--- src/hdl/hrlp_pkg.sv ---
// ----------------------------------------------------------------------------
// hrlp_pkg
// Shared types, character tables and limits for the request line parser.
// ----------------------------------------------------------------------------
package hrlp_pkg;

  localparam int URI_MAX_DEF    = 128;
  localparam int MAX_DIGITS_DEF = 5;

  localparam int LEN_W = 17;
  localparam int ULEN_W = 7;
  localparam logic [LEN_W-1:0] LEN_SAT = 17'h1FFFF;

  localparam logic [7:0] CH_SPACE = 8'h20;
  localparam logic [7:0] CH_SLASH = 8'h2F;
  localparam logic [7:0] CH_ZERO  = 8'h30;
  localparam logic [7:0] CH_NINE  = 8'h39;
  localparam logic [7:0] CH_LC_A  = 8'h61;
  localparam logic [7:0] CH_LC_Z  = 8'h7A;
  localparam logic [7:0] CH_KEY_C = 8'h43;

  localparam logic [3:0] PROTO_LEN = 4'd8;
  localparam logic [3:0] KEY_LEN   = 4'd15;

  localparam logic [1:0] METH_NONE = 2'd0;
  localparam logic [1:0] METH_GET  = 2'd1;

  // method texts, upper case
  localparam logic [7:0] METH_TEXT [3][4] = '{
    '{8'h47, 8'h45, 8'h54, 8'h00},
    '{8'h50, 8'h4F, 8'h53, 8'h54},
    '{8'h50, 8'h55, 8'h54, 8'h00}
  };
  localparam logic [3:0] METH_LEN [3] = '{4'd3, 4'd4, 4'd3};

  // HTTP/1.1
  localparam logic [7:0] PROTO_TEXT [8] = '{
    8'h48, 8'h54, 8'h54, 8'h50, 8'h2F, 8'h31, 8'h2E, 8'h31
  };

  // Content-Length:
  localparam logic [7:0] KEY_TEXT [16] = '{
    8'h43, 8'h6F, 8'h6E, 8'h74, 8'h65, 8'h6E, 8'h74, 8'h2D,
    8'h4C, 8'h65, 8'h6E, 8'h67, 8'h74, 8'h68, 8'h3A, 8'h00
  };

  typedef enum logic [2:0] {
    PH_METHOD = 3'd0,
    PH_SKIP1  = 3'd1,
    PH_URI    = 3'd2,
    PH_PROTO  = 3'd3,
    PH_SEARCH = 3'd4,
    PH_SKIP2  = 3'd5,
    PH_DIGITS = 3'd6,
    PH_DONE   = 3'd7
  } phase_t;

  typedef struct packed {
    logic [7:0] data_byte;
    logic       last_byte;
  } in_item_t;

  typedef struct packed {
    logic              kind;
    logic [7:0]        uri_byte;
    logic              accepted;
    logic [1:0]        method;
    logic [LEN_W-1:0]  content_length;
    logic [ULEN_W-1:0] uri_length;
  } out_item_t;

  // everything one input byte produces
  typedef struct packed {
    logic              has_uri;
    logic [7:0]        uri_byte;
    logic              has_sum;
    logic              accepted;
    logic [1:0]        method;
    logic [LEN_W-1:0]  content_length;
    logic [ULEN_W-1:0] uri_length;
  } outcome_t;

endpackage

--- src/hdl/http_request_line_parser.sv ---
// ----------------------------------------------------------------------------
// http_request_line_parser
// Parses method, URI, protocol and Content-Length from a byte stream,
// emitting URI bytes as they arrive and a summary word on the final byte.
// ----------------------------------------------------------------------------
//  channel   direction  payload      handshake
//  in_       input      in_item_t    in_valid / in_stall
//  out_      output     out_item_t   out_valid / out_stall
//
//  one input word per cycle while in_stall is low; parse state is updated in the accepting cycle
//  outcomes go to a two-entry queue; results leave one word per cycle while out_stall is low
//  a final byte that is also a URI byte yields two words, the URI byte first, then the summary
//  in_stall rises only when the queue is full and its head is not leaving
//  rst_n clears parse state and the queue
// ----------------------------------------------------------------------------
module http_request_line_parser #(
  parameter int URI_MAX    = hrlp_pkg::URI_MAX_DEF,
  parameter int MAX_DIGITS = hrlp_pkg::MAX_DIGITS_DEF
) (
  input  logic                clk,
  input  logic                rst_n,
  input  logic                in_valid,
  output logic                in_stall,
  input  hrlp_pkg::in_item_t  in_data,
  output logic                out_valid,
  input  logic                out_stall,
  output hrlp_pkg::out_item_t out_data
);
  import hrlp_pkg::*;

  localparam int UCW = $clog2(URI_MAX);
  localparam int DCW = (MAX_DIGITS < 2) ? 1 : $clog2(MAX_DIGITS + 1);
  localparam logic [UCW-1:0] URI_LIM = UCW'(URI_MAX - 1);
  localparam logic [DCW-1:0] DIG_LIM = DCW'(MAX_DIGITS);

  phase_t           phase_r, phase_nxt;
  logic [3:0]       match_idx_r, match_idx_nxt;
  logic [1:0]       method_r, method_nxt;
  logic [2:0]       cand_r, cand_nxt;
  logic [UCW-1:0]   uri_cnt_r, uri_cnt_nxt;
  logic [LEN_W-1:0] len_r, len_nxt;
  logic [DCW-1:0]   dig_cnt_r, dig_cnt_nxt;
  logic             failed_r, failed_nxt;

  outcome_t         fifo_r [2];
  logic             wr_ptr_r, rd_ptr_r, sub_r;
  logic [1:0]       cnt_r;

  logic [7:0]       b, up;
  logic             is_digit, emit, in_acc, out_acc, push, pop_entry, show_uri;
  logic [2:0]       live;
  logic [1:0]       done;
  logic [20:0]      prod;
  logic [UCW-1:0]   uri_inc;
  logic [DCW-1:0]   dig_inc;
  logic [UCW+6:0]   uri_ext;
  logic             parsed;
  outcome_t         ent, head;

  assign b        = in_data.data_byte;
  assign up       = (b >= CH_LC_A && b <= CH_LC_Z) ? (b - 8'h20) : b;
  assign is_digit = (b >= CH_ZERO) && (b <= CH_NINE);
  assign prod     = ({4'b0, len_r} * 21'd10) + {17'b0, b[3:0]};
  assign uri_inc  = uri_cnt_r + UCW'(1);
  assign dig_inc  = dig_cnt_r + DCW'(1);

  always_comb begin
    live = 3'b000;
    done = METH_NONE;
    for (int c = 0; c < 3; c++) begin
      if (cand_r[c] && match_idx_r < METH_LEN[c] &&
          up == METH_TEXT[c][match_idx_r[1:0]]) begin
        if (match_idx_r + 4'd1 == METH_LEN[c]) begin
          done = 2'(c + 1);
        end else begin
          live[c] = 1'b1;
        end
      end
    end
  end

  always_comb begin
    phase_nxt     = phase_r;
    match_idx_nxt = match_idx_r;
    method_nxt    = method_r;
    cand_nxt      = cand_r;
    uri_cnt_nxt   = uri_cnt_r;
    len_nxt       = len_r;
    dig_cnt_nxt   = dig_cnt_r;
    failed_nxt    = failed_r;
    emit          = 1'b0;

    if (!failed_r) begin
      unique case (phase_r)
        PH_METHOD: begin
          if (done != METH_NONE) begin
            method_nxt    = done;
            match_idx_nxt = 4'd0;
            phase_nxt     = PH_SKIP1;
          end else if (live == 3'b000) begin
            failed_nxt = 1'b1;
          end else begin
            cand_nxt      = live;
            match_idx_nxt = match_idx_r + 4'd1;
          end
        end
        PH_SKIP1, PH_URI: begin
          if (b == CH_SPACE) begin
            if (phase_r == PH_URI) begin
              phase_nxt = PH_PROTO;
            end
          end else if (phase_r == PH_URI || b == CH_SLASH) begin
            emit        = 1'b1;
            uri_cnt_nxt = uri_inc;
            phase_nxt   = (uri_inc >= URI_LIM) ? PH_PROTO : PH_URI;
          end else begin
            failed_nxt = 1'b1;
          end
        end
        PH_PROTO: begin
          if (match_idx_r < PROTO_LEN && b == PROTO_TEXT[match_idx_r[2:0]]) begin
            if (match_idx_r + 4'd1 == PROTO_LEN) begin
              match_idx_nxt = 4'd0;
              phase_nxt     = PH_SEARCH;
            end else begin
              match_idx_nxt = match_idx_r + 4'd1;
            end
          end else begin
            failed_nxt = 1'b1;
          end
        end
        PH_SEARCH: begin
          if (match_idx_r < KEY_LEN && b == KEY_TEXT[match_idx_r]) begin
            if (match_idx_r + 4'd1 == KEY_LEN) begin
              match_idx_nxt = 4'd0;
              phase_nxt     = PH_SKIP2;
            end else begin
              match_idx_nxt = match_idx_r + 4'd1;
            end
          end else begin
            match_idx_nxt = (b == CH_KEY_C) ? 4'd1 : 4'd0;
          end
        end
        PH_SKIP2, PH_DIGITS: begin
          if (is_digit) begin
            len_nxt     = (prod > {4'b0, LEN_SAT}) ? LEN_SAT : prod[LEN_W-1:0];
            dig_cnt_nxt = dig_inc;
            phase_nxt   = (dig_inc >= DIG_LIM) ? PH_DONE : PH_DIGITS;
          end else if (!(phase_r == PH_SKIP2 && b == CH_SPACE)) begin
            phase_nxt = PH_DONE;
          end
        end
        PH_DONE: begin
        end
        default: begin
        end
      endcase
    end

    uri_ext = {7'b0, uri_cnt_nxt};
    parsed  = !failed_nxt && (phase_nxt >= PH_SEARCH);

    ent.has_uri        = emit;
    ent.uri_byte       = b;
    ent.has_sum        = in_data.last_byte;
    ent.accepted       = parsed && (method_nxt == METH_GET || len_nxt != '0);
    ent.method         = method_nxt;
    ent.content_length = len_nxt;
    ent.uri_length     = uri_ext[ULEN_W-1:0];

    if (in_data.last_byte) begin
      phase_nxt     = PH_METHOD;
      match_idx_nxt = 4'd0;
      method_nxt    = METH_NONE;
      cand_nxt      = 3'b111;
      uri_cnt_nxt   = '0;
      len_nxt       = '0;
      dig_cnt_nxt   = '0;
      failed_nxt    = 1'b0;
    end
  end

  // output queue
  assign head      = fifo_r[rd_ptr_r];
  assign show_uri  = head.has_uri && !sub_r;
  assign out_valid = (cnt_r != 2'd0);
  assign out_acc   = out_valid && !out_stall;
  assign pop_entry = out_acc && (!show_uri || !head.has_sum);
  assign in_stall  = (cnt_r == 2'd2) && !pop_entry;
  assign in_acc    = in_valid && !in_stall;
  assign push      = in_acc && (emit || in_data.last_byte);

  always_comb begin
    out_data.kind           = !show_uri;
    out_data.uri_byte       = show_uri ? head.uri_byte : 8'd0;
    out_data.accepted       = show_uri ? 1'b0 : head.accepted;
    out_data.method         = show_uri ? METH_NONE : head.method;
    out_data.content_length = show_uri ? '0 : head.content_length;
    out_data.uri_length     = show_uri ? '0 : head.uri_length;
  end

  always_ff @(posedge clk) begin
    if (!rst_n) begin
      phase_r     <= PH_METHOD;
      match_idx_r <= 4'd0;
      method_r    <= METH_NONE;
      cand_r      <= 3'b111;
      uri_cnt_r   <= '0;
      len_r       <= '0;
      dig_cnt_r   <= '0;
      failed_r    <= 1'b0;
    end else if (in_acc) begin
      phase_r     <= phase_nxt;
      match_idx_r <= match_idx_nxt;
      method_r    <= method_nxt;
      cand_r      <= cand_nxt;
      uri_cnt_r   <= uri_cnt_nxt;
      len_r       <= len_nxt;
      dig_cnt_r   <= dig_cnt_nxt;
      failed_r    <= failed_nxt;
    end
  end

  always_ff @(posedge clk) begin
    if (!rst_n) begin
      wr_ptr_r <= 1'b0;
      rd_ptr_r <= 1'b0;
      cnt_r    <= 2'd0;
      sub_r    <= 1'b0;
    end else begin
      if (push) begin
        wr_ptr_r <= ~wr_ptr_r;
      end
      if (pop_entry) begin
        rd_ptr_r <= ~rd_ptr_r;
      end
      if (out_acc) begin
        sub_r <= !pop_entry;
      end
      cnt_r <= cnt_r + {1'b0, push} - {1'b0, pop_entry};
    end
  end

  always_ff @(posedge clk) begin
    if (push) begin
      fifo_r[wr_ptr_r] <= ent;
    end
  end

`ifndef SYNTH
  a_cnt_range: assert property (@(posedge clk) disable iff (!rst_n)
    cnt_r != 2'd3)
    else $error("output queue count out of range");

  a_sub_head: assert property (@(posedge clk) disable iff (!rst_n)
    sub_r |-> (cnt_r != 2'd0) && head.has_uri && head.has_sum)
    else $error("split flag set without a two-word head entry");

  a_last_clears: assert property (@(posedge clk) disable iff (!rst_n)
    (in_acc && in_data.last_byte) |=>
      (phase_r == PH_METHOD) && (match_idx_r == 4'd0) && !failed_r &&
      (uri_cnt_r == '0) && (len_r == '0))
    else $error("parse state not cleared after final byte");

  a_dig_bound: assert property (@(posedge clk) disable iff (!rst_n)
    dig_cnt_r <= DIG_LIM)
    else $error("digit count beyond limit");

  a_uri_bound: assert property (@(posedge clk) disable iff (!rst_n)
    uri_cnt_r <= URI_LIM)
    else $error("uri count beyond limit");
`endif

endmodule
--- config.mk ---
export PLATFORM = sky130hd
export DESIGN_NAME = http_request_line_parser
export DESIGN_NICKNAME = d
export VERILOG_FILES = /design/src/hdl/hrlp_pkg.sv /design/src/hdl/http_request_line_parser.sv
export SDC_FILE = /design/constraint.sdc
export NUM_CORES = 1
export LEC_CHECK = 0
export BUFFER_PORTS_ARGS = -buffer_cell sky130_fd_sc_hd__buf_2
export CORE_ASPECT_RATIO = 0.6
export CORE_UTILIZATION = 35
export DETAILED_ROUTE_END_ITERATION = 7
export SLEW_MARGIN = 20
export SYNTH_ARGS = -nofsm -noshare
export SYNTH_HDL_FRONTEND = slang
export SYNTH_SLANG_ARGS = --single-unit
--- constraint.sdc ---
create_clock -name clk -period 5.7 [get_ports clk]
set_clock_uncertainty 0.15 [all_clocks]
set_input_delay 1.14 -clock clk [delete_from_list [all_inputs] [get_ports clk]]
set_output_delay 1.14 -clock clk [all_outputs]
set_load 0.01 [all_outputs]
* Yosys cells after proc, flatten, opt, wreduce, memory -nomap -nowiden
Memory sizes are Yosys's and may differ from the RTL's. A register that Yosys moved wholly into a read port is not among the register bits. Index checks and enable logic that the tools add are counted.
Storage, ports and cells: bits in registers 45, bits in writable memories 74, ROM bits 192, bits of input ports 13, output and inout port bits 38, word-level logic and storage cells 206, memories 3
Cells by class: add/subtract/negate cells 7, multiply operators 1, order comparisons 15, eq/ne operators 25, multiplexer cells 94, bitwise operators 5, reductions and logical operators 44
Memories:
- (no name shown) | depth 16, width 8, read ports 1, clocked after memory_dff 0, wr ports 0, line http_request_line_parser.sv:133 | if (match_idx_r < KEY_LEN && b == KEY_TEXT[match_idx_r]) begin
- fifo_r | depth 2, width 37, read ports 1, clocked after memory_dff 1, wr ports 1, line http_request_line_parser.sv:45 | outcome_t fifo_r [2];
- (no name shown) | depth 8, width 8, read ports 1, clocked after memory_dff 0, wr ports 0, line http_request_line_parser.sv:121 | if (match_idx_r < PROTO_LEN && b == PROTO_TEXT[match_idx_r[2:0]]) begin
Operator list (count):
- $mux W17 | 6
- $mux W8 | 12
- $mux W3 | 21
- $bmux W8 S2 | 3
- $mux W7 | 6
- $eq A8 B8 Y1 | 5
- $mux W4 | 8
- $mux W1 | 26
- $add A21 B4 Y21 | 1
- $gt A21 B17 Y1 const B | 1
- $mul A17 B3 Y20 const B | 1
- $logic_and A1 B1 Y1 | 19
- $mux W2 | 9
- $reduce_bool A17 Y1 | 1
- $eq A8 B6 Y1 const B | 2
- $pmux W3 S5 | 1
- $pmux W4 S3 | 1
- $reduce_and A5 Y1 | 2
- $reduce_bool A2 Y1 | 5
- $eq A3 B3 Y1 const B | 3
- $ge A3 B3 Y1 const B | 3
- $eq A4 B4 Y1 const B | 2
- $eq A8 B7 Y1 const B | 1
- $ge A8 B6 Y1 const B | 1
- other kinds (35) | 51

* Longest topological paths before layout
word-level depth 18, gate-level depth with buffers 15, depth with buffers taken out 14

* Least setup slack after synthesis
No wires, ideal clock.
kind input to register, from input in_data[1] (netlist name), to memory fifo_r[0][0] (netlist name) (enable), library setup time 0.431 ns, data arrival time 4.055 ns, required time 5.119 ns, path slack 1.064 ns, stages on the path 10, buffers on the path 2, cells stage by stage clkbuf_1 > buf_2 > nand4_1 > o22ai_1 > inv_1 > nor3_1 > nand2_1 > inv_2 > o21ai_2 > nor2_1
On the way: word-level cells in the longest chain between the ends 10, elaborated cells between the ends (all ways) 11, those cells by class eq/ne: 2; mux: 6; reduce/logical: 3
RTL lines:
- from (decl) | line http_request_line_parser.sv:24 | input hrlp_pkg::in_item_t in_data,
- $eq A8 B6 Y1 | line http_request_line_parser.sv:112 | end else if (phase_r == PH_URI || b == CH_SLASH) begin
- $logic_or A1 B1 Y1 | line http_request_line_parser.sv:112
- $mux W1 | line http_request_line_parser.sv:112
- $mux W1 (*) | line http_request_line_parser.sv:108 | if (b == CH_SPACE) begin
- $mux W1 (*) | line http_request_line_parser.sv:94 | unique case (phase_r)
- $mux W1 (*) | line http_request_line_parser.sv:93 | if (!failed_r) begin
- named net emit | line http_request_line_parser.sv:50 | logic is_digit, emit, in_acc, out_acc, push, pop_entry, show_uri;
- $logic_or A1 B1 Y1 (*) | line http_request_line_parser.sv:191 | assign push = in_acc && (emit || in_data.last_byte);
- $logic_and A1 B1 Y1 (*) | line http_request_line_parser.sv:191
- $mux W1 (*) | line http_request_line_parser.sv:245 | if (push) begin
- $mux W1 (not written as such) (*) | line http_request_line_parser.sv:246 | fifo_r[wr_ptr_r] <= ent;
- to (decl) | line http_request_line_parser.sv:45
The timed path passes the listed nets; every way through them passes the cells marked *.

==> results.md <==
- For this block, the via count after detailed routing is approximately 6500.
- The first global-routing pass estimated roughly 33000 µm of wire.
- The number of antenna violations at the first check in global routing is 0.
- The fmax is 0.222 GHz.
- The number of sinks handled by clock tree synthesis is 120.
- The clock tree synthesis step divided the H-tree into 4 levels.
- The wire length on met1 is 11500 µm.
- Of all nets on the critical path, the largest fanout is 20.
- No sink is reached through more buffers than the 2 on the longest clock path.
- In this run the tool buffered the top-level ports with 50 buffer cells.
- The number of hold-slack violations in the final timing report was 0.
- The die covers between 0.02 and 0.025 mm².
- The number of hold buffers added after CTS is 0.
- The via count of the first global-routing pass is about 6000.
- Dividing the detail-routed wire length by the instance count gives about 18 µm.
- For this run, the number of Yosys warnings is 0.
- The net count of the mapped netlist is 900.
- After layout, the design draws a total of between 2000 and 3000 µW.
- Max-cap violations in this run came to 0.
- The global-route usage over all layers is a little under a fifth.
- The source-to-sink clock delay at the later pin of the worst-skew pair is roughly 0.41 ns.
- The source of the worst register-to-register timing path is len_r[1].
- The post-layout net count is 932.
- The number of gates resized after CTS is 0.
- The required time at the endpoint of the critical path is roughly 5.7 ns.
- Counting flops with an async set or reset pin after synthesis yields a share of 0%.
- The capture point of the worst reg-to-reg path is fifo_r[0][26].
- The global route total overflow is 0.
- The largest total area in the synthesized netlist belongs to sky130_fd_sc_hd__edfxtp_1.
- The routed design uses about 1700 µm of met3 wire.
- Among all flip-flop cells after synthesis, the most frequent one is sky130_fd_sc_hd__edfxtp_1.
- The worst-case vdd ir drop is around 190 µV.
- The launching instance or port of the critical path is len_r[1].
- Setup repair after global routing left no endpoint under its margin.
- The weighted congestion reported at the end of routability-driven placement is 0.840.
- The number of antenna diodes in the final layout is 0.
- In the final layout, the multi-input gates occupy 0.00452 mm².
- TritonCTS built the clock tree.
- The synthesized instance count is between 800 and 900.
- In the detailed route, the total length drawn on met2 is about 7700 µm.
- The clock transition time at the flip-flop clock pins of the worst setup and hold paths is 0.06 ns.
- The worst-case register-to-register setup slack is roughly 1.2 ns.
- The number of cell instances on the worst register-to-register path is 14.
- The library cells used most frequently in the layout, excluding fill and tap cells, are sky130_fd_sc_hd__nor2_1 (126), sky130_fd_sc_hd__edfxtp_1 (74), sky130_fd_sc_hd__nand2_1 (53), sky130_fd_sc_hd__buf_2 (50), sky130_fd_sc_hd__ha_1 (46).
- The worst path needs around 4.5 ns of the cycle, external delays included.
- The number of rows created at floorplan is 42.
- The flow ran to the end, and the final reports show no timing, DRC or antenna violations.
- At the pin with the least slew margin, the transition time is roughly 1.1 ns.
- Once the floorplan was initialized, standard cells occupied 35.9% of the core.
- Setup violations remaining at the end of the flow were counted as 0.
- The uppermost metal layer occupied by signal nets is met4.
- The post-layout worst setup margin is around 1.2 ns.
- In this run the standard cell core region covers 0.0222 mm².
- The area growth from synthesis to layout is 13.5%.
- STA puts the critical path data arrival time at about 4.5 ns.
- The number of enable flip-flop cells after synthesis is 74.
- Wires add up to between 20000 and 25000 µm.
- Summing every instance area after synthesis gives between 0.007 and 0.008 mm².
- From left edge to right edge, the die measures around 200 µm.
- Summed over all nets, the half-perimeter wirelength after detailed placement is about 15000 µm.
- The post-CTS setup buffer count is 0.
- The nature of the critical path startpoint is a flip-flop.
- The count of antenna-violating nets left after detailed routing is 0.
- The worst setup path is captured at a flip-flop.
- Buffers inserted during clock tree synthesis total 17.
- For this design the ratio of total power to cell area is 291 mW/mm².
- Ranked by total cell area, the synthesized netlist is headed by sky130_fd_sc_hd__edfxtp_1 (28%), sky130_fd_sc_hd__dfxtp_1 (12%), sky130_fd_sc_hd__ha_1 (7.2%), sky130_fd_sc_hd__nor2_1 (6.0%), sky130_fd_sc_hd__mux2i_1 (5.3%).
- Entering global routing, the biggest net connects 37 pins.
- The clock tree root buffer cell is sky130_fd_sc_hd__clkbuf_16.
- In this run the worst setup path terminates at fifo_r[0][26].
- The average vias per placed instance is 5.43.
- Setup total negative slack on the finished layout was measured at 0 ns.
- The path type of the worst min-delay path is flip-flop to flip-flop.
- The violation count after the first detailed-routing iteration is between 600 and 700.
- The max-slew violation count was 0.
- The fraction of the cycle the final worst path needs is 79.1%.
- A synthesized cell averages 9.49 µm².
- The die is 119 µm tall.
- The proportion of synthesized chip area in sequential cells is around 39%.
- Summed over all cells, the static leakage comes to roughly 0.0034 µW.
- The first detailed-routing pass ran for 5 iterations.
- The most common library cell in the layout ignoring fill and taps is sky130_fd_sc_hd__nor2_1.
- The setup path with the least slack is of type flip-flop to flip-flop.
- The tightest slew margin relative to the limit is between 20% and 30%.
- The proportion of layout cells with a drive suffix above 1 is 16.1%.
- The combined flip-flop and latch cell area is roughly 0.0031 mm².
- The area fraction of the dominant cell type after synthesis is between 20% and 30%.
- After synthesis the netlist holds a flip-flop and latch count of 120.
- In this run, distinct cell masters in the synthesized netlist total 90.
- The number of filler instances in the final layout is ~2200.
- The post-place setup slack is roughly 1.2 ns.
- The I/O pin count is 51.
- In the routed design, unresolved DRC markers number 0.
through the flow:
stage	std cells	util, %	hold WS [ns]	cell area [µm²]
floorplan	839	-	0.319	7960
global placement	1160	38.3	0.338	8480
detailed placement	1160	38.3	0.349	8480
CTS	1192	40.7	0.357	9030
global route	1192	40.7	0.385	9030
finish	1192	40.7	0.362	9030
cells in the mapped netlist, types with 3 or more instances:
cell type,count
sky130_fd_sc_hd__nor3_1,15
sky130_fd_sc_hd__o21ai_2,3
sky130_fd_sc_hd__and2_1,5
sky130_fd_sc_hd__o31ai_1,4
sky130_fd_sc_hd__o221ai_1,5
sky130_fd_sc_hd__o21a_1,8
sky130_fd_sc_hd__nor2_1,128
sky130_fd_sc_hd__a211oi_1,3
sky130_fd_sc_hd__o2111ai_1,3
sky130_fd_sc_hd__nor4_1,7
sky130_fd_sc_hd__a22oi_1,21
sky130_fd_sc_hd__xor2_1,14
sky130_fd_sc_hd__buf_2,5
sky130_fd_sc_hd__nor2b_1,12
sky130_fd_sc_hd__a31oi_1,14
sky130_fd_sc_hd__o221ai_2,8
sky130_fd_sc_hd__o22a_1,9
sky130_fd_sc_hd__ha_1,46
sky130_fd_sc_hd__o22ai_1,5
sky130_fd_sc_hd__nand3b_1,6
sky130_fd_sc_hd__nand4_1,9
sky130_fd_sc_hd__buf_1,3
sky130_fd_sc_hd__and3_1,7
sky130_fd_sc_hd__nand2b_1,6
sky130_fd_sc_hd__nand3_1,24
sky130_fd_sc_hd__a21o_1,7
sky130_fd_sc_hd__o211ai_1,7
sky130_fd_sc_hd__o21ai_0,17
sky130_fd_sc_hd__o21ai_1,4
sky130_fd_sc_hd__buf_4,3
sky130_fd_sc_hd__dfxtp_1,46
sky130_fd_sc_hd__a41oi_1,4
sky130_fd_sc_hd__edfxtp_1,74
sky130_fd_sc_hd__nand2_1,53
sky130_fd_sc_hd__or3_1,3
sky130_fd_sc_hd__or2_2,5
sky130_fd_sc_hd__mux2i_1,42
sky130_fd_sc_hd__xnor2_1,38
sky130_fd_sc_hd__a21boi_0,3
sky130_fd_sc_hd__inv_1,26
sky130_fd_sc_hd__clkbuf_1,34
sky130_fd_sc_hd__a21oi_1,41
sky130_fd_sc_hd__a2bb2oi_1,3
worst max-delay path, stage by stage, from the launching register on:
cell and delay, ns:
sky130_fd_sc_hd__dfxtp_1 0.41, sky130_fd_sc_hd__ha_1 0.33, sky130_fd_sc_hd__ha_1 0.23, sky130_fd_sc_hd__inv_1 0.07, sky130_fd_sc_hd__fa_1 0.39, sky130_fd_sc_hd__nand2b_2 0.26
sky130_fd_sc_hd__a21oi_4 0.20, sky130_fd_sc_hd__a2bb2oi_1 0.10, sky130_fd_sc_hd__o311ai_2 0.42, sky130_fd_sc_hd__and4_4 0.33, sky130_fd_sc_hd__nand4b_2 0.13, sky130_fd_sc_hd__mux2_4 0.31
sky130_fd_sc_hd__nand4_4 0.34, sky130_fd_sc_hd__o31ai_1 0.39, sky130_fd_sc_hd__a41oi_1 0.17
sequential cells by signal, indices dropped and copies added, names as in the netlist, named ones only:
signal	cells
cand_r	3
cnt_r	2
dig_cnt_r	3
failed_r	1
fifo_r	74
len_r	17
match_idx_r	4
method_r	2
phase_r	3
rd_ptr_r	1
sub_r	1
uri_cnt_r	7
wr_ptr_r	1
metal layers:
metal  vias to the layer above  track usage [%]
li1                       3156                -
met1                      3048             30.9
met2                       259             22.8
met3                        12             4.33
met4                         0             3.25
met5                         -                0
layout make-up:
cell class / count / area share [%]
inverter: 29 / 1.20
sequential: 120 / 34.8
clock inverter: 15 / 1.39
tap: 308 / 4.27
timing repair buffer: 60 / 3.60
clock buffer: 17 / 4.71
multi-input combinational: 643 / 50.0
cell families (layout without fill, tap and decap cells):
family	Yosys count	in the layout	share of synthesized area (%)
buffers and inverters	76	121	4.04
multiplexers	44	44	5.61
adder cells (fa/ha/maj)	49	49	7.86
AO/OA/AOI/OAI	194	194	18.4
AND/OR/NAND/NOR	303	303	18.7
flip-flops	120	120	39.5
XOR/XNOR	53	53	5.92
worst min-delay path by stage:
stage | start | cells after the start | endpoint | slack [ns]
after floorplan | dig_cnt_r[2] | 2 | dig_cnt_r[2] | 0.32
after global placement | dig_cnt_r[2] | 2 | dig_cnt_r[2] | 0.34
after detailed placement | dig_cnt_r[2] | 2 | dig_cnt_r[2] | 0.35
after CTS | dig_cnt_r[2] | 2 | dig_cnt_r[2] | 0.36
after global routing | cand_r[2] | 2 | cand_r[2] | 0.39
final | dig_cnt_r[2] | 2 | dig_cnt_r[2] | 0.36
power by group:
| group | internal [µW] | switching [µW] |
|---|---|---|
| Clock | 599 | 421 |
| Combinational | 219 | 375 |
| Sequential | 983 | 30.1 |
| Total | 1800 | 827 |
Note: power is estimated with default switching activity, not from simulation.
